`src/design/sgr_pkg.sv`:
```
// Shared types, codes and helpers for the stick gesture recognizer.
`default_nettype none
package sgr_pkg;

	// Most sequence steps a gesture may use; step words are stored for four.
	localparam int MAX_STEPS  = 4;
	localparam int STEP_WORDS = 4;
	localparam int STEP_CAP   = (MAX_STEPS < STEP_WORDS) ? MAX_STEPS : STEP_WORDS;

	localparam int STEP_W   = 52;
	localparam int TIMER_W  = 16;
	localparam int ANGLE_W  = 9;
	localparam int DEG_W    = 16;
	localparam int REG_IDX_W = 3;

	// configuration register indexes
	localparam logic [REG_IDX_W-1:0] REG_STEP_0     = 3'd0;
	localparam logic [REG_IDX_W-1:0] REG_STEP_1     = 3'd1;
	localparam logic [REG_IDX_W-1:0] REG_STEP_2     = 3'd2;
	localparam logic [REG_IDX_W-1:0] REG_STEP_3     = 3'd3;
	localparam logic [REG_IDX_W-1:0] REG_STEP_COUNT = 3'd4;
	localparam logic [REG_IDX_W-1:0] REG_RESET_POS  = 3'd5;
	localparam logic [REG_IDX_W-1:0] REG_MODE       = 3'd6;
	localparam logic [REG_IDX_W-1:0] REG_MIN_RADIUS = 3'd7;

	// gesture modes
	localparam logic [1:0] MODE_SEQ = 2'd0;
	localparam logic [1:0] MODE_CW  = 2'd1;
	localparam logic [1:0] MODE_CCW = 2'd2;

	// axis test codes
	localparam logic [1:0] DIR_WINDOW = 2'd0;
	localparam logic [1:0] DIR_LOW    = 2'd1;
	localparam logic [1:0] DIR_HIGH   = 2'd2;
	localparam logic [1:0] DIR_NEVER  = 2'd3;

	// wrap thresholds for rotation tracking
	localparam logic [ANGLE_W-1:0] WRAP_HIGH = 9'd300;
	localparam logic [ANGLE_W-1:0] WRAP_LOW  = 9'd60;

	// reset values
	localparam logic [2:0]        STEP_COUNT_RST = 3'd4;
	localparam logic signed [7:0] RESET_POS_RST  = -8'sd15;
	localparam logic [7:0]        MIN_RADIUS_RST = 8'd70;

	typedef struct packed {
		logic [TIMER_W-1:0] limit;
		logic [1:0]         y_dir;
		logic [1:0]         x_dir;
		logic signed [7:0]  y_second;
		logic signed [7:0]  y_first;
		logic signed [7:0]  x_second;
		logic signed [7:0]  x_first;
	} step_t;

	typedef struct packed {
		logic seq_en;
		logic rot_en;
		logic clockwise;
		logic restart;
	} cmd_t;

	function automatic logic axis_ok(input logic signed [7:0] pos,
	                                 input logic signed [7:0] first,
	                                 input logic signed [7:0] second,
	                                 input logic [1:0] dir);
		logic r;
		case (dir)
			DIR_WINDOW: r = (pos > first) && (pos < second);
			DIR_LOW:    r = pos < first;
			DIR_HIGH:   r = pos > first;
			default:    r = 1'b0;
		endcase
		return r;
	endfunction

endpackage
`default_nettype wire

```
`src/design/stick_gesture_recognizer.sv`:
```
// Stick gesture recognizer top level: channels, configuration and status result.
//
// Usage: one stick sample enters per item on the s_ channel; exactly one status
// item leaves on the m_ channel for each sample, in order.
// The s_ side captures the sample into an input register. When that register
// holds an item and the result register is free or being emptied, the sample
// is matched against the state and the new state becomes the result. A sample
// passes the input register and then the state registers, which form the result;
// a new sample is accepted every cycle while m_tready stays high, so throughput
// is one item per cycle, set by the single state update per sample.
// When m_tready is low, the finished result holds on m_tdata, one more sample
// waits in the input register and s_tready then drops until the result is taken.
// Reset (arst_n low) clears all tracking state and both valid flags and loads
// the register defaults: four steps, reset position -15, sequence mode,
// radius threshold 70, step words zero. Configuration is written by the user
// through cfg_we/cfg_index/cfg_data while idle; the block does not enforce it.
`default_nettype none
module stick_gesture_recognizer (
	input  wire logic                         clk,
	input  wire logic                         arst_n,
	input  wire logic                         cfg_we,
	input  wire logic [sgr_pkg::REG_IDX_W-1:0] cfg_index,
	input  wire logic [sgr_pkg::STEP_W-1:0]   cfg_data,
	input  wire logic                         s_tvalid,
	output logic                              s_tready,
	// x_pos[7:0], y_pos[15:8], stick_angle[24:16], stick_radius[32:25], zero[39:33]
	input  wire logic [39:0]                  s_tdata,
	// restart[0]
	input  wire logic                         s_tuser,
	output logic                              m_tvalid,
	input  wire logic                         m_tready,
	// step_index[2:0], complete[3], moving[4], rotating[5], degrees_turned[21:6],
	// zero[23:22]
	output logic [23:0]                       m_tdata
);

	sgr_pkg::step_t [sgr_pkg::STEP_WORDS-1:0] step_q;
	logic [2:0]                step_count_q;
	logic signed [7:0]         reset_pos_q;
	logic [1:0]                mode_q;
	logic [7:0]                min_radius_q;

	logic                          valid_s1;
	logic signed [7:0]             x_s1, y_s1;
	logic [sgr_pkg::ANGLE_W-1:0]   angle_s1;
	logic [7:0]                    radius_s1;
	logic                          restart_s1;
	logic                          m_valid_q;
	logic                          advance;
	sgr_pkg::cmd_t                 cmd;

	logic [2:0]                    step_index;
	logic                          complete, moving, rotating;
	logic [sgr_pkg::DEG_W-1:0]     degrees_turned;

	always_ff @(posedge clk or negedge arst_n) begin
		if (!arst_n) begin
			step_q       <= '0;
			step_count_q <= sgr_pkg::STEP_COUNT_RST;
			reset_pos_q  <= sgr_pkg::RESET_POS_RST;
			mode_q       <= sgr_pkg::MODE_SEQ;
			min_radius_q <= sgr_pkg::MIN_RADIUS_RST;
		end else if (cfg_we) begin
			unique case (cfg_index) inside
				sgr_pkg::REG_STEP_0, sgr_pkg::REG_STEP_1,
				sgr_pkg::REG_STEP_2, sgr_pkg::REG_STEP_3:
					step_q[cfg_index[1:0]] <= cfg_data;
				sgr_pkg::REG_STEP_COUNT: step_count_q <= cfg_data[2:0];
				sgr_pkg::REG_RESET_POS:  reset_pos_q  <= $signed(cfg_data[7:0]);
				sgr_pkg::REG_MODE:       mode_q       <= cfg_data[1:0];
				sgr_pkg::REG_MIN_RADIUS: min_radius_q <= cfg_data[7:0];
				default: ;
			endcase
		end
	end

	// process the held sample when the result register is free or draining
	assign advance  = valid_s1 && (!m_valid_q || m_tready);
	assign s_tready = !valid_s1 || advance;

	always_ff @(posedge clk or negedge arst_n) begin
		if (!arst_n) begin
			valid_s1  <= 1'b0;
			m_valid_q <= 1'b0;
		end else begin
			if (s_tready)
				valid_s1 <= s_tvalid;
			if (advance)
				m_valid_q <= 1'b1;
			else if (m_tready)
				m_valid_q <= 1'b0;
		end
	end

	always_ff @(posedge clk) begin
		if (s_tvalid && s_tready) begin
			x_s1       <= $signed(s_tdata[7:0]);
			y_s1       <= $signed(s_tdata[15:8]);
			angle_s1   <= s_tdata[24:16];
			radius_s1  <= s_tdata[32:25];
			restart_s1 <= s_tuser;
		end
	end

	always_comb begin
		cmd.restart   = advance && restart_s1;
		cmd.seq_en    = advance && !restart_s1 && (mode_q == sgr_pkg::MODE_SEQ);
		cmd.rot_en    = advance && !restart_s1
		             && ((mode_q == sgr_pkg::MODE_CW) || (mode_q == sgr_pkg::MODE_CCW));
		cmd.clockwise = mode_q == sgr_pkg::MODE_CW;
	end

	sgr_seq u_seq (
		.clk        (clk),
		.arst_n     (arst_n),
		.cmd        (cmd),
		.steps      (step_q),
		.step_count (step_count_q),
		.reset_pos  (reset_pos_q),
		.x_pos      (x_s1),
		.y_pos      (y_s1),
		.step_index (step_index),
		.complete   (complete),
		.moving     (moving)
	);

	sgr_rot u_rot (
		.clk            (clk),
		.arst_n         (arst_n),
		.cmd            (cmd),
		.min_radius     (min_radius_q),
		.stick_angle    (angle_s1),
		.stick_radius   (radius_s1),
		.rotating       (rotating),
		.degrees_turned (degrees_turned)
	);

	// state only moves when a result is loaded, so it doubles as the result register
	assign m_tvalid = m_valid_q;
	assign m_tdata  = {2'b00, degrees_turned, rotating, moving, complete, step_index};

endmodule
`default_nettype wire

```
`src/design/sgr_seq.sv`:
```
// Step sequence matcher: attempt, step and timer state with its update logic.
`default_nettype none
module sgr_seq (
	input  wire logic                                  clk,
	input  wire logic                                  arst_n,
	input  wire sgr_pkg::cmd_t                         cmd,
	input  wire sgr_pkg::step_t [sgr_pkg::STEP_WORDS-1:0] steps,
	input  wire logic [2:0]                            step_count,
	input  wire logic signed [7:0]                     reset_pos,
	input  wire logic signed [7:0]                     x_pos,
	input  wire logic signed [7:0]                     y_pos,
	output logic [2:0]                                 step_index,
	output logic                                       complete,
	output logic                                       moving
);

	logic [sgr_pkg::TIMER_W-1:0] timer_q, timer_n, timer_inc;
	logic [2:0] steps_q, steps_n, steps_base, steps_next, cnt;
	logic       done_q, done_n, active_q, active_n;
	logic       pass, reset_hit;
	sgr_pkg::step_t cur, first;

	assign cnt = (step_count > 3'(sgr_pkg::STEP_CAP)) ? 3'(sgr_pkg::STEP_CAP) : step_count;

	always_comb begin
		steps_base = active_q ? steps_q : 3'd0;
		if (!active_q)
			timer_inc = '0;
		else if (timer_q != '1)
			timer_inc = timer_q + 1'b1;
		else
			timer_inc = timer_q;
		steps_next = steps_base + 3'd1;
		cur   = steps[steps_base[1:0]];
		first = steps[0];
		pass  = sgr_pkg::axis_ok(x_pos, cur.x_first, cur.x_second, cur.x_dir)
		     && sgr_pkg::axis_ok(y_pos, cur.y_first, cur.y_second, cur.y_dir)
		     && (timer_inc < cur.limit);
		// step 0 directions decide when the stick has fallen back
		case (first.x_dir)
			sgr_pkg::DIR_LOW:    reset_hit = x_pos > reset_pos;
			sgr_pkg::DIR_HIGH:   reset_hit = x_pos < reset_pos;
			sgr_pkg::DIR_WINDOW: begin
				case (first.y_dir)
					sgr_pkg::DIR_LOW:  reset_hit = y_pos > reset_pos;
					sgr_pkg::DIR_HIGH: reset_hit = y_pos < reset_pos;
					default:           reset_hit = 1'b0;
				endcase
			end
			default: reset_hit = 1'b0;
		endcase
	end

	always_comb begin
		timer_n  = timer_q;
		steps_n  = steps_q;
		done_n   = done_q;
		active_n = active_q;
		if (cmd.restart) begin
			steps_n  = 3'd0;
			done_n   = 1'b0;
			active_n = 1'b0;
		end else if (cmd.seq_en) begin
			timer_n  = timer_inc;
			active_n = 1'b1;
			if (steps_base >= cnt) begin
				steps_n = 3'd0;
			end else if (pass) begin
				timer_n = '0;
				steps_n = steps_next;
				if (steps_next >= cnt)
					done_n = 1'b1;
			end else begin
				steps_n = steps_base;
				if (reset_hit)
					active_n = 1'b0;
			end
		end
	end

	always_ff @(posedge clk or negedge arst_n) begin
		if (!arst_n) begin
			timer_q  <= '0;
			steps_q  <= 3'd0;
			done_q   <= 1'b0;
			active_q <= 1'b0;
		end else begin
			timer_q  <= timer_n;
			steps_q  <= steps_n;
			done_q   <= done_n;
			active_q <= active_n;
		end
	end

	assign step_index = steps_q;
	assign complete   = done_q;
	assign moving     = active_q;

endmodule
`default_nettype wire

```
`src/design/sgr_rot.sv`:
```
// Rotation tracker: last angle, running degree total and tracking flag.
`default_nettype none
module sgr_rot (
	input  wire logic                          clk,
	input  wire logic                          arst_n,
	input  wire sgr_pkg::cmd_t                 cmd,
	input  wire logic [7:0]                    min_radius,
	input  wire logic [sgr_pkg::ANGLE_W-1:0]   stick_angle,
	input  wire logic [7:0]                    stick_radius,
	output logic                               rotating,
	output logic [sgr_pkg::DEG_W-1:0]          degrees_turned
);

	logic                          active_q, active_n;
	logic [sgr_pkg::ANGLE_W-1:0]   last_q, last_n, diff;
	logic [sgr_pkg::DEG_W-1:0]     total_q, total_n, total_add;
	logic [sgr_pkg::DEG_W:0]       sum;
	logic                          ahead, behind, wrap;

	always_comb begin
		ahead  = cmd.clockwise ? (stick_angle > last_q) : (stick_angle < last_q);
		behind = cmd.clockwise ? (stick_angle < last_q) : (stick_angle > last_q);
		wrap   = cmd.clockwise ? (last_q > sgr_pkg::WRAP_HIGH && stick_angle < sgr_pkg::WRAP_LOW)
		                       : (last_q < sgr_pkg::WRAP_LOW && stick_angle > sgr_pkg::WRAP_HIGH);
		diff   = cmd.clockwise ? (stick_angle - last_q) : (last_q - stick_angle);
		sum    = {1'b0, total_q} + (sgr_pkg::DEG_W+1)'(diff);
		// saturate the total
		total_add = sum[sgr_pkg::DEG_W] ? '1 : sum[sgr_pkg::DEG_W-1:0];
	end

	always_comb begin
		active_n = active_q;
		last_n   = last_q;
		total_n  = total_q;
		if (cmd.rot_en) begin
			if (stick_radius <= min_radius) begin
				active_n = 1'b0;
				total_n  = '0;
			end else if (!active_q) begin
				active_n = 1'b1;
				last_n   = stick_angle;
				total_n  = '0;
			end else if (ahead) begin
				total_n = total_add;
				last_n  = stick_angle;
			end else if (wrap) begin
				last_n = stick_angle;
			end else if (behind) begin
				active_n = 1'b0;
			end
		end
	end

	always_ff @(posedge clk or negedge arst_n) begin
		if (!arst_n) begin
			active_q <= 1'b0;
			last_q   <= '0;
			total_q  <= '0;
		end else begin
			active_q <= active_n;
			last_q   <= last_n;
			total_q  <= total_n;
		end
	end

	assign rotating       = active_q;
	assign degrees_turned = total_q;

endmodule
`default_nettype wire
```
`config.mk`:
```
export PLATFORM = sky130hd
export DESIGN_NAME = stick_gesture_recognizer
export DESIGN_NICKNAME = d
export VERILOG_FILES = /design/src/design/sgr_pkg.sv /design/src/design/stick_gesture_recognizer.sv /design/src/design/sgr_seq.sv /design/src/design/sgr_rot.sv
export SDC_FILE = /design/constraint.sdc
export NUM_CORES = 1
export LEC_CHECK = 0
export CAP_MARGIN = 20
export CORE_ASPECT_RATIO = 0.5
export CORE_UTILIZATION = 37
export CTS_CLUSTER_SIZE = 24
export DETAILED_ROUTE_END_ITERATION = 12
export DONT_BUFFER_PORTS = 1
export GPL_TIMING_DRIVEN = 0
export PLACE_DENSITY = 0.6
export SLEW_MARGIN = 20
export SYNTH_ARGS = -nofsm -noshare
export SYNTH_HDL_FRONTEND = slang
export SYNTH_SLANG_ARGS = --single-unit
```
`constraint.sdc`:
```
create_clock -name clk -period 4.9 [get_ports clk]
set_input_delay 0.245 -clock clk [delete_from_list [all_inputs] [get_ports clk]]
set_output_delay 0.245 -clock clk [all_outputs]
set_load 0.005 [all_outputs]
```
# [Word level (Yosys, flattened, before mapping)]
# Index checks and enable logic that the tools add are counted.
[op_classes] magnitude_cmp=24 muxes=47 n_eq_ne=21 bitwise_logic=2 addsub=5 n_reduce_logical=38
[ops] op="bitwise mux 208 bit" n=1
[ops] op="2-to-1 mux 16 bit" n=8
[ops] op="binary-select mux 52 bit (select 2 bit)" n=1
[ops] op="demux 52 bit (select 2 bit)" n=1
[ops] op="2-to-1 mux 52 bit" n=2
[ops] op="less-than comparator 8 bit" n=6
[ops] op="2-to-1 mux 9 bit" n=4
[ops] op="greater-than comparator 8 bit" n=4
[ops] op="2-to-1 mux 1 bit" n=20
[ops] op="greater-than comparator 9 bit (second input constant)" n=2
[ops] op="less-than comparator 9 x 6 -> 1 bit (second input constant)" n=2
[ops] op="2-to-1 mux 3 bit" n=6
[ops] op="subtractor 9 bit" n=2
[ops] op="adder 16 x 9 -> 17 bit" n=1
[ops] op="adder 16 x 1 -> 16 bit (second input constant)" n=1
[ops] op="less-than comparator 16 bit" n=1
[ops] op="inequality test 16 bit (second input constant)" n=1
[ops] op="AND reduction 2 bit" n=7
[ops] op="logical AND 1 bit" n=13
[ops] op="== test 3 bit (second input constant)" n=4
[ops] op="== test 2 x 1 -> 1 bit (second input constant)" n=5
[ops] op="== test 2 bit (second input constant)" n=5
[ops] op="greater-than comparator 9 bit" n=1
[ops] op="less-than comparator 9 bit" n=1
[ops] op="other kinds (21)" n=38
[totals] register_bits=312 inputBits=101 output_inout_bits=26 word_cells=183

# [Depth between registers and ports, before layout]
# Gate-level depths: netlist of run 1.
[depth] depth_word=12 ltp_mapped=19

# [Modules after synthesis]
# From an unflattened synthesis of run 1, not the netlist that was laid out.
[unflattened] cells_unflattened=1485 hier_area_um2=17247.8
[modules_own_cells] module="stick_gesture_recognizer" cells_per_inst=546 area_per_inst_um2=9841.9 seq_area_each_um2=6812.8 n_inst=1
[modules_own_cells] module="sgr_seq" cells_per_inst=641 area_per_inst_um2=4694.5 seq_area_each_um2=525.5 n_inst=1
[modules_own_cells] module="sgr_rot" cells_per_inst=298 area_per_inst_um2=2711.4 seq_area_each_um2=650.6 n_inst=1

# [Worst setup path after synthesis of run 1]
# OpenSTA, ideal clock, no wires.
[synth_timing] kind="register to register" startpoint="reg u_seq.steps_q[0] (netlist: u_seq.step_index[0])" endpoint="reg u_seq.timer_q[10] in the netlist's numbering" synth_period_minus_slack_ns=4.121 setup_time_ns=0.120 setup_slack_ns=0.779 t_arrival_ns=4.001 path_stages_with_launch=17 path_buffers=6 path_cell_list="dfrtp_1 buf_2 buf_2 buf_1 clkbuf_1 mux2_2 o21ai_0 ha_1 o211ai_1 a211o_1 o211a_1 o211ai_1 or4b_1 buf_2 nor3b_4 buf_6 nor3_2"
[synth_between] elab_chain_len=10 elab_cells_between_ends=25 cone_classes="8 x order compare; 4 x eq/ne; 7 x mux; 6 x reduce/logical"
[synth_rtl] element="start: declaration" line_no="sgr_seq.sv:18" text="logic [2:0] steps_q, steps_n, steps_base, steps_next, cnt;"
[synth_rtl] element="start signal: assignment" line_no="sgr_seq.sv:89" text="steps_q <= steps_n;"
[synth_rtl] element="2-to-1 mux 3 bit *" line_no="sgr_seq.sv:26" text="steps_base = active_q ? steps_q : 3'd0;"
[synth_rtl] element="binary-select mux 52 bit (select 2 bit)" line_no="sgr_seq.sv:34" text="cur = steps[steps_base[1:0]];"
[synth_rtl] element="2-to-1 mux 52 bit (implied by the code)" line_no="sgr_seq.sv:34"
[synth_rtl] element="greater-than comparator 8 bit or less-than comparator 8 bit (tied branches)" line_no="sgr_pkg.sv:69, sgr_pkg.sv:71"
[synth_rtl] element="logical AND 1 bit" line_no="sgr_pkg.sv:69" text="DIR_WINDOW: r = (pos > first) && (pos < second);"
[synth_rtl] element="case mux 1 bit (3 select lines)" line_no="sgr_pkg.sv:68" text="case (dir)"
[synth_rtl] element="logical AND 1 bit" line_no="sgr_seq.sv:37" text="&& sgr_pkg::axis_ok(y_pos, cur.y_first, cur.y_second, cur.y_dir)"
[synth_rtl] element="logical AND 1 bit" line_no="sgr_seq.sv:38" text="&& (timer_inc < cur.limit);"
[synth_rtl] element="2-to-1 mux 16 bit" line_no="sgr_seq.sv:68" text="end else if (pass) begin"
[synth_rtl] element="2-to-1 mux 16 bit *" line_no="sgr_seq.sv:66" text="if (steps_base >= cnt) begin"
[synth_rtl] element="end signal: assignment" line_no="sgr_seq.sv:88" text="timer_q <= timer_n;"
[synth_rtl] element="end: declaration" line_no="sgr_seq.sv:17" text="logic [sgr_pkg::TIMER_W-1:0] timer_q, timer_n, timer_inc;"
# Every way passes the cells marked *; elsewhere a longest branch is shown, timed or not. The select of a mux whose other input is x is not followed.
# A chain may end at the register's enable or synchronous reset.

# [Final worst setup path of run 1]
[layout_timing] startpoint="reg u_seq.steps_q[0] (netlist: u_seq.step_index[0])" endpoint="reg u_seq.timer_q[9] in the netlist's numbering"
# Same word-level chain as after synthesis.

==> impl_metrics.prom, run 1 <==
# TYPE chip_impl_metric gauge
chip_impl_metric{name="nets",unit=""} 1883
chip_impl_metric{name="synth.ff_latch_count",unit=""} 312
chip_impl_info{name="rsz_0062_raised_after_global_routing",value="false"} 1
chip_impl_metric{name="drv_slew",unit=""} 0
chip_impl_metric{name="p_leak",unit="nW"} 8.64
chip_impl_metric{name="yosysWarningCount",unit=""} 0
chip_impl_metric{name="whs",unit="ns"} -0.640
chip_impl_metric{name="via_count_of_the_first_global_routing_pass",unit=""} 12500
chip_impl_metric{name="final.setup_skew",unit="ns"} 0.0115
chip_impl_metric{name="finalInstanceArea",unit="sq um"} 20100
chip_impl_metric{name="relSlewSlack",unit="%"} 42.3
chip_impl_metric{name="post_synth_inst_count",unit=""} 1543
chip_impl_info{name="synth.top_cells.by_count",value="sky130_fd_sc_hd__mux2_2 (273), sky130_fd_sc_hd__dfrtp_1 (269), sky130_fd_sc_hd__nand2_1 (143)"} 1
chip_impl_metric{name="crit_buf_inv",unit=""} 6
chip_impl_metric{name="n_antenna_cell",unit=""} 0
chip_impl_metric{name="h-tree-depth",unit=""} 1
chip_impl_metric{name="grt_pass1_wl",unit="um"} 71400
chip_impl_metric{name="dp_cells",unit=""} 2173
chip_impl_metric{name="synth_edf_count",unit=""} 34
chip_impl_metric{name="initial_antenna_violation_count",unit=""} 1
chip_impl_info{name="worstPathCellList",value="clkbuf_4 -> buf_2 -> clkbuf_4 -> clkbuf_4 -> mux2_2 -> o21ai_0 -> ha_1 -> nor3_1 -> o21ai_0 -> nand4_1 -> o211ai_1 -> or4b_1 -> buf_2 -> nor3b_4 -> buf_6 -> nor3_2"} 1
chip_impl_metric{name="detailedRoute.firstPassIterationCount",unit=""} 5
chip_impl_metric{name="chipHeight",unit="um"} 155
chip_impl_info{name="crit-reg2reg-launch",value="u_seq.step_index[0]"} 1
chip_impl_metric{name="power_per_standard_cell_area",unit="nW/um^2"} 448
chip_impl_metric{name="final.fill_count",unit=""} 4311
chip_impl_metric{name="total_power",unit="mW"} 9.02
chip_impl_metric{name="num_vias",unit=""} 12300
chip_impl_metric{name="boundaryPins",unit=""} 127
chip_impl_metric{name="final_layout_size_suffix_gt1_share",unit="%"} 23.1
chip_impl_metric{name="clock_insertion_delay_worst_skew",unit="ns"} 0.60
chip_impl_info{name="primary_flip_flop_cell_chosen_by_synthesis_mapping",value="sky130_fd_sc_hd__dfrtp_1"} 1
chip_impl_metric{name="avgSynthCellArea",unit="sq um"} 11.2
chip_impl_metric{name="fp.coreArea",unit="sq um"} 45600
chip_impl_metric{name="design.die.area",unit="sq um"} 47400
chip_impl_metric{name="cts.sinks",unit=""} 312
chip_impl_metric{name="routed_length_per_placed_instance",unit="um"} 19.1
chip_impl_metric{name="max-clock-path-buffers",unit=""} 3
chip_impl_metric{name="synth.cell_area",unit="sq um"} 17200
chip_impl_metric{name="rows",unit=""} 55
chip_impl_metric{name="cp.required",unit="ns"} 5.38
chip_impl_metric{name="setup-violations-final",unit=""} 0
chip_impl_metric{name="buffer_ports.inserted",unit=""} 0
chip_impl_metric{name="finalWirelength",unit="um"} 44400
chip_impl_info{name="library_cell_occupying_the_most_area_in_the_post_synthesis_netlist",value="sky130_fd_sc_hd__dfrtp_1"} 1
chip_impl_metric{name="critPathArrivalTime",unit="ns"} 5.14
chip_impl_metric{name="antenna_violating_nets_post_route",unit=""} 0
chip_impl_info{name="worstSetupEndpointType",value="flip-flop"} 1
chip_impl_metric{name="grt_overflow_total",unit=""} 0
chip_impl_metric{name="post_dp_cell_area",unit="sq um"} 18000
chip_impl_metric{name="cpPeakStageDelay",unit="ns"} 0.53
chip_impl_metric{name="synthArstFlopShare",unit="%"} 89.1
chip_impl_metric{name="clock_transition_at_the_registers_of_the_reported_paths",unit="ns"} 0.07
chip_impl_info{name="outcome",value="finished, violations left"} 1
chip_impl_info{name="critical-path-top-cell-by-count",value="sky130_fd_sc_hd__clkbuf_4"} 1
chip_impl_metric{name="initial_core_util",unit="%"} 37.8
chip_impl_info{name="worst_setup_path_startpoint",value="u_seq.step_index[0]"} 1
chip_impl_metric{name="place_congestion",unit=""} 0.882
chip_impl_info{name="critPathTopFamily",value="buffers and inverters"} 1
chip_impl_metric{name="number_of_distinct_library_cell_variants_in_the_gate_level_netlist_after_synthesis",unit=""} 87
chip_impl_metric{name="final_min_period_over_clock_period",unit="%"} 95.1
chip_impl_metric{name="dpl.hpwl",unit="um"} 31300
chip_impl_metric{name="pin_count_of_the_biggest_net_entering_global_routing",unit=""} 279
chip_impl_metric{name="clock.fmax",unit="MHz"} 215
chip_impl_metric{name="final_cells",unit=""} 2323
chip_impl_metric{name="final-hold-violation-count",unit=""} 278
chip_impl_info{name="timing.critical_path.slowest_stage_cell",value="sky130_fd_sc_hd__or4b_1"} 1
chip_impl_info{name="min_path_type",value="in -> async"} 1
chip_impl_metric{name="groute.usage.overall",unit="%"} 19.1
chip_impl_info{name="most_frequent_cell_after_synthesis",value="sky130_fd_sc_hd__mux2_2"} 1
chip_impl_metric{name="drc_errors",unit=""} 0
chip_impl_metric{name="ctsHoldBuffers",unit=""} 94
chip_impl_info{name="clock_tree.root_cell",value="sky130_fd_sc_hd__clkbuf_16"} 1
chip_impl_metric{name="worst_slew_pin_slew",unit="ns"} 0.865
chip_impl_metric{name="cts_buffers",unit=""} 31
chip_impl_metric{name="yosysSeqAreaShare",unit="%"} 46.4
chip_impl_metric{name="drt_first_iter_violations",unit=""} 716
chip_impl_metric{name="max-vdd-ir-drop",unit="mV"} 0.282
chip_impl_metric{name="detail_routed_via_count_per_cell",unit=""} 5.28
chip_impl_info{name="violations",value="negative hold slack"} 1
chip_impl_metric{name="layout_utilization",unit="%"} 44.2
chip_impl_metric{name="post_layout_minimum_cycle_time",unit="ns"} 4.66
chip_impl_metric{name="max_cap_violations",unit=""} 0
chip_impl_metric{name="synth_largest_type_area_fraction",unit="%"} 39.1
chip_impl_metric{name="die_width",unit="um"} 307
chip_impl_metric{name="critical_path_peak_fanout",unit=""} 10
chip_impl_info{name="worst_setup_path_start_kind",value="flip-flop"} 1
chip_impl_metric{name="layout-area-overhead-vs-synth",unit="%"} 16.9
chip_impl_info{name="tritoncts",value="done"} 1
chip_impl_info{name="start_to_end_type_of_the_worst_setup_path",value="reg -> reg"} 1
chip_impl_info{name="synth.area.top_cells",value="sky130_fd_sc_hd__dfrtp_1 (39%), sky130_fd_sc_hd__mux2_2 (18%), sky130_fd_sc_hd__ha_1 (7.8%), sky130_fd_sc_hd__edfxtp_1 (5.9%), sky130_fd_sc_hd__nand2_1 (3.1%)"} 1
==> stage by stage <==
step / setup slack (ns) / TNS [ns]
2_1_floorplan: 0.779 / 0
3_3_place_gp: -0.727 / -12.08
3_5_place_dp: -0.691 / -11.39
4_1_cts: 0.0111 / 0
5_1_grt: 0.0105 / 0
6_report: 0.238 / 0
==> metal layers <==
layer  track usage (%)  wire length, um
met1              26.1            21100
met2              31.4            20500
met3              3.54             1920
met4              4.15              809
met5                 0               19
==> sequential cells by signal, indices dropped and copies added (netlist names), 9 cells and up <==
| name | flops |
|---|---|
| angle_s1 | 9 |
| step_q | 208 |
| u_rot.degrees_turned | 16 |
| u_rot.last_q | 9 |
| u_seq.timer_q | 16 |
==> path summary, 6_finish.rpt <==
check	endpoint	slack [ns]	cells after the start
max	u_seq.timer_q[9]	0.24	16
min	step_q[64]	-0.64	0
max reg2reg	u_seq.timer_q[9]	0.24	16
min reg2reg	step_q[60]	0.50	1
max in group asynchronous	u_rot.last_q[0]	4.96	0
min in group clk	restart_s1	0.14	1
==> final cells by class <==
type / instances / area [sq um] / share of cell area, %
timing repair buffer: 98 / 983 / 4.89
multi-input combinational: 1086 / 8680 / 43.1
sequential: 312 / 7990 / 39.7
clock buffer: 44 / 865 / 4.30
clock inverter: 13 / 214 / 1.06
inverter: 72 / 273 / 1.36
buffer: 71 / 338 / 1.68
tap: 627 / 785 / 3.90
==> cell usage in the layout, fill, tap and decap left out, types with 15 or more instances in the layout <==
cell,count
sky130_fd_sc_hd__mux2_2,273
sky130_fd_sc_hd__dfrtp_1,268
sky130_fd_sc_hd__nand2_1,142
sky130_fd_sc_hd__ha_1,107
sky130_fd_sc_hd__dlygate4sd3_1,94
sky130_fd_sc_hd__o21ai_0,72
sky130_fd_sc_hd__nor2_1,72
sky130_fd_sc_hd__inv_1,70
sky130_fd_sc_hd__nand3_1,69
sky130_fd_sc_hd__clkbuf_1,53
sky130_fd_sc_hd__edfxtp_1,34
sky130_fd_sc_hd__a21oi_1,32
sky130_fd_sc_hd__clkbuf_16,31
sky130_fd_sc_hd__mux2i_1,22
sky130_fd_sc_hd__o21a_1,17
sky130_fd_sc_hd__nand2b_1,17
sky130_fd_sc_hd__a211oi_1,16
sky130_fd_sc_hd__nand4_1,15
==> worst register-to-register path, delay by kind of cell (launching register included) <==
kind	cells	cell delay, ns
muxes	1	0.37
and+or+nand+nor	5	1.20
DFF	1	0.48
AOI/OAI and AO/OA	3	0.68
adders and majority gates	1	0.32
buffers and inverters	6	1.50
==> power by group <==
part	switching [mW]	total [mW]	internal (mW)	leakage, nW
clock network	1.07	2.57	1.50	0.522
registers	0.419	3.61	3.20	3.68
logic	1.45	2.84	1.38	4.44
==> cell families after synthesis <==
group,after synthesis,share of synthesized area (%)
mux,297,19.3
other cells,1,0.0218
xor+xnor,24,1.22
compound gates,246,9.64
flops,312,46.4
fa+ha+maj,110,8.13
simple gates,407,11.8
buf+inv,146,3.49
==> what timing repair did <==
action | in CTS | in global routing
buffers inserted | 0 | 2
pin swaps | 0 | 1
gates cloned | 0 | 0
setup endpoints to repair | 20 | 32
hold endpoints to repair | 543 | 278
resized for setup | 13 | 16
No activity file was read; power rests on OpenSTA's default activity.
==> run 2: changes to the inputs <==
==> constraint.sdc (replaced) <==
create_clock -name clk -period 4.8 [get_ports clk]
set_input_delay 0.96 -clock clk [delete_from_list [all_inputs] [get_ports clk]]
set_output_delay 0.96 -clock clk [all_outputs]
set_load 0.005 [all_outputs]
==> run 2 against run 1 <==
Against the previous run: the flow now finishes without violations; worst hold slack better by 0.72 ns; flip-flop and latch count stayed put; combinational power is 1% lower; clock skew is 0.0022 ns lower; count of clock-buffer cells in the layout stayed put; non-clock buffer count is 94 lower; first-iteration DRC count is 6.1% higher; critical path depth is 1 lower; global-route usage is 0.38 points lower; routed wire length is 1.8% lower; largest power group unchanged.
==> impl_metrics.prom, run 2 (synthesis results as in run 1) <==
# TYPE chip_impl_metric gauge
chip_impl_info{name="outcome",value="complete, no violations"} 1
chip_impl_metric{name="ctsHoldBuffers",unit=""} 0
chip_impl_metric{name="clock_transition_at_the_registers_of_the_reported_paths",unit="ns"} 0.07
chip_impl_metric{name="pwr-share-comb",unit="%"} 30.8
chip_impl_metric{name="via_count_of_the_first_global_routing_pass",unit=""} 12000
chip_impl_metric{name="power_per_standard_cell_area",unit="nW/um^2"} 475
chip_impl_metric{name="clock_insertion_delay_worst_skew",unit="ns"} 0.60
chip_impl_metric{name="clock_power_share",unit="%"} 28.7
chip_impl_info{name="layout.cells.most_common_list",value="sky130_fd_sc_hd__mux2_2 (273), sky130_fd_sc_hd__dfrtp_1 (267), sky130_fd_sc_hd__nand2_1 (142), sky130_fd_sc_hd__ha_1 (107), sky130_fd_sc_hd__nor2_1 (72)"} 1
chip_impl_metric{name="drc_errors",unit=""} 0
chip_impl_metric{name="place_congestion",unit=""} 0.882
chip_impl_metric{name="power.switching",unit="mW"} 2.96
chip_impl_metric{name="final_cells",unit=""} 2229
chip_impl_metric{name="largest_reg_flops",unit=""} 208
chip_impl_info{name="worst_setup_path_start_kind",value="flip-flop"} 1
chip_impl_metric{name="finalInstanceArea",unit="sq um"} 19200
chip_impl_metric{name="cp.required",unit="ns"} 5.28
chip_impl_metric{name="critical_path_peak_fanout",unit=""} 10
chip_impl_metric{name="cts_buffers",unit=""} 31
chip_impl_metric{name="chipHeight",unit="um"} 155
chip_impl_metric{name="post_dp_cell_area",unit="sq um"} 18000
chip_impl_metric{name="post_layout_minimum_cycle_time",unit="ns"} 4.58
chip_impl_metric{name="groute.usage.overall",unit="%"} 18.7
chip_impl_metric{name="fp.coreArea",unit="sq um"} 45600
chip_impl_metric{name="antenna_violating_nets_post_route",unit=""} 0
chip_impl_metric{name="postLayoutSetupSlackWorst",unit="ns"} 0.223
chip_impl_info{name="worstSetupEndpointType",value="flip-flop"} 1
chip_impl_metric{name="cts.sinks",unit=""} 312
chip_impl_info{name="most_common_cell_after_layout_fill_and_taps_aside",value="sky130_fd_sc_hd__mux2_2"} 1
chip_impl_metric{name="initial_core_util",unit="%"} 37.8
chip_impl_metric{name="max-vdd-ir-drop",unit="mV"} 0.280
chip_impl_metric{name="dp_cells",unit=""} 2173
chip_impl_metric{name="dpl.hpwl",unit="um"} 31300
chip_impl_metric{name="detailedRoute.firstPassIterationCount",unit=""} 5
chip_impl_metric{name="design.die.area",unit="sq um"} 47400
chip_impl_metric{name="rows",unit=""} 55
chip_impl_metric{name="die_width",unit="um"} 307
chip_impl_metric{name="grt_overflow_total",unit=""} 0
chip_impl_metric{name="initial_antenna_violation_count",unit=""} 1
chip_impl_metric{name="final_min_period_over_clock_period",unit="%"} 95.4
chip_impl_metric{name="num_vias",unit=""} 11900
chip_impl_metric{name="p_leak",unit="nW"} 8.25
chip_impl_metric{name="boundaryPins",unit=""} 127
chip_impl_metric{name="detail_routed_via_count_per_cell",unit=""} 5.33
chip_impl_metric{name="max_cap_violations",unit=""} 0
chip_impl_metric{name="h-tree-depth",unit=""} 1
chip_impl_metric{name="drt_first_iter_violations",unit=""} 760
chip_impl_metric{name="final-hold-violation-count",unit=""} 0
chip_impl_metric{name="post-place-ws",unit="ns"} -0.791
chip_impl_metric{name="routed_length_per_placed_instance",unit="um"} 19.6
chip_impl_metric{name="layout-area-overhead-vs-synth",unit="%"} 11.5
chip_impl_info{name="start_to_end_type_of_the_worst_setup_path",value="reg -> reg"} 1
chip_impl_metric{name="critPathArrivalTime",unit="ns"} 5.06
chip_impl_info{name="clock_tree.root_cell",value="sky130_fd_sc_hd__clkbuf_16"} 1
chip_impl_metric{name="worst_slew_pin_slew",unit="ns"} 0.883
chip_impl_metric{name="final.setup_skew",unit="ns"} 0.00930
chip_impl_metric{name="seqPwrFrac",unit="%"} 40.5
chip_impl_info{name="min_path_type",value="in -> async"} 1
chip_impl_metric{name="setup-tns-final",unit="ns"} 0
chip_impl_metric{name="whs",unit="ns"} 0.0778
chip_impl_metric{name="max-clock-path-buffers",unit=""} 3
chip_impl_metric{name="nets",unit=""} 1789
chip_impl_metric{name="final.fill_count",unit=""} 4375
chip_impl_metric{name="finalWirelength",unit="um"} 43600
chip_impl_metric{name="internal_power",unit="mW"} 6.15
chip_impl_metric{name="final_layout_size_suffix_gt1_share",unit="%"} 24.6
chip_impl_metric{name="clock.fmax",unit="MHz"} 218
chip_impl_metric{name="switching_share",unit="%"} 32.5
chip_impl_metric{name="setup-violations-final",unit=""} 0
chip_impl_metric{name="grt_pass1_wl",unit="um"} 69500
chip_impl_metric{name="drv_slew",unit=""} 0
chip_impl_metric{name="pin_count_of_the_biggest_net_entering_global_routing",unit=""} 279
chip_impl_metric{name="n_antenna_cell",unit=""} 0
chip_impl_info{name="tritoncts",value="done"} 1
chip_impl_info{name="regMostFlops",value="step_q"} 1
chip_impl_metric{name="relSlewSlack",unit="%"} 41.1
chip_impl_metric{name="buffer_ports.inserted",unit=""} 0
## run 2: cell count changes in the layout (fill, tap and decap cells not counted), sizes merged
cell / previous run / this run
buf: 24 / 25
dlygate4sd3: 94 / 0
clkbuf: 95 / 94
## run 2: through the flow
stage / total power [mW] / utilization, %
3_3_place_gp: 6.44 / 39.5
4_1_cts: 9.15 / 42.0
3_5_place_dp: 6.50 / 39.6
6_report: 9.11 / 42.1
5_1_grt: 9.75 / 42.1
2_1_floorplan: 5.82 / -
## run 2: final timing paths
| path | from | end | slack, ns | cells past startpoint |
|---|---|---|---|---|
| worst max register to register | u_seq.step_index[0] | u_seq.timer_q[9] | 0.22 | 15 |
| max in group asynchronous | arst_n | u_seq.step_index[1] | 4.02 | 0 |
| worst min-delay path | arst_n | step_q[115] | 0.08 | 0 |
| min in group clk | s_tdata[2] | x_s1[2] | 0.45 | 0 |
| worst max-delay path | u_seq.step_index[0] | u_seq.timer_q[9] | 0.22 | 15 |
| worst min register to register | step_q[60] | step_q[60] | 0.50 | 1 |
## run 2: power groups by stage
stage          Combinational (mW)  Clock (mW)  Sequential, mW
3_5_place_dp                 2.77           0            3.73
6_report                     2.80        2.62            3.69
3_3_place_gp                 2.72           0            3.71
4_1_cts                      2.79        2.68            3.68
5_1_grt                      3.18        2.79            3.78
2_1_floorplan                2.22           0            3.60
## run 2: cell type report
type | instances | area [sq um] | area share (%)
plain buffers | 71 | 340 | 1.77
clock buffers | 44 | 865 | 4.51
clock inverters | 13 | 214 | 1.12
inverters | 72 | 273 | 1.42
multi-input cells | 1086 | 8680 | 45.2
flip-flops and latches | 312 | 7990 | 41.6
well taps | 627 | 785 | 4.09
repair buffers | 4 | 42.5 | 0.222
## run 2: routing by layer
metal  vias to the layer above  wire (um)  global-route usage (%)
met5                         -         19                       0
met4                         2        770                    4.00
met3                        56       2060                    3.84
met2                       201      20100                    30.7
met1                      5960      20600                    25.4
li1                       5655          -                       -
## run 2: what timing repair did
item | 4_1_cts | 5_1_grt
endpoints found under the setup margin | 21 | 35
endpoints found under the hold margin | 0 | 0
gates resized for setup | 15 | 19
setup buffers | 0 | 2
pin swaps | 0 | 2
## run 2: critical path, cell delays in order (launching register included)
cell	delay, ns
sky130_fd_sc_hd__dfrtp_2	0.48
sky130_fd_sc_hd__clkbuf_4	0.27
sky130_fd_sc_hd__buf_2	0.24
sky130_fd_sc_hd__buf_2	0.34
sky130_fd_sc_hd__mux2_2	0.38
sky130_fd_sc_hd__o21ai_0	0.46
sky130_fd_sc_hd__ha_1	0.35
sky130_fd_sc_hd__a21oi_1	0.13
sky130_fd_sc_hd__o21a_1	0.13
sky130_fd_sc_hd__o21a_1	0.18
sky130_fd_sc_hd__o211ai_1	0.17
sky130_fd_sc_hd__or4b_1	0.53
sky130_fd_sc_hd__buf_2	0.18
sky130_fd_sc_hd__nor3b_4	0.31
sky130_fd_sc_hd__buf_6	0.23
sky130_fd_sc_hd__nor3_2	0.06
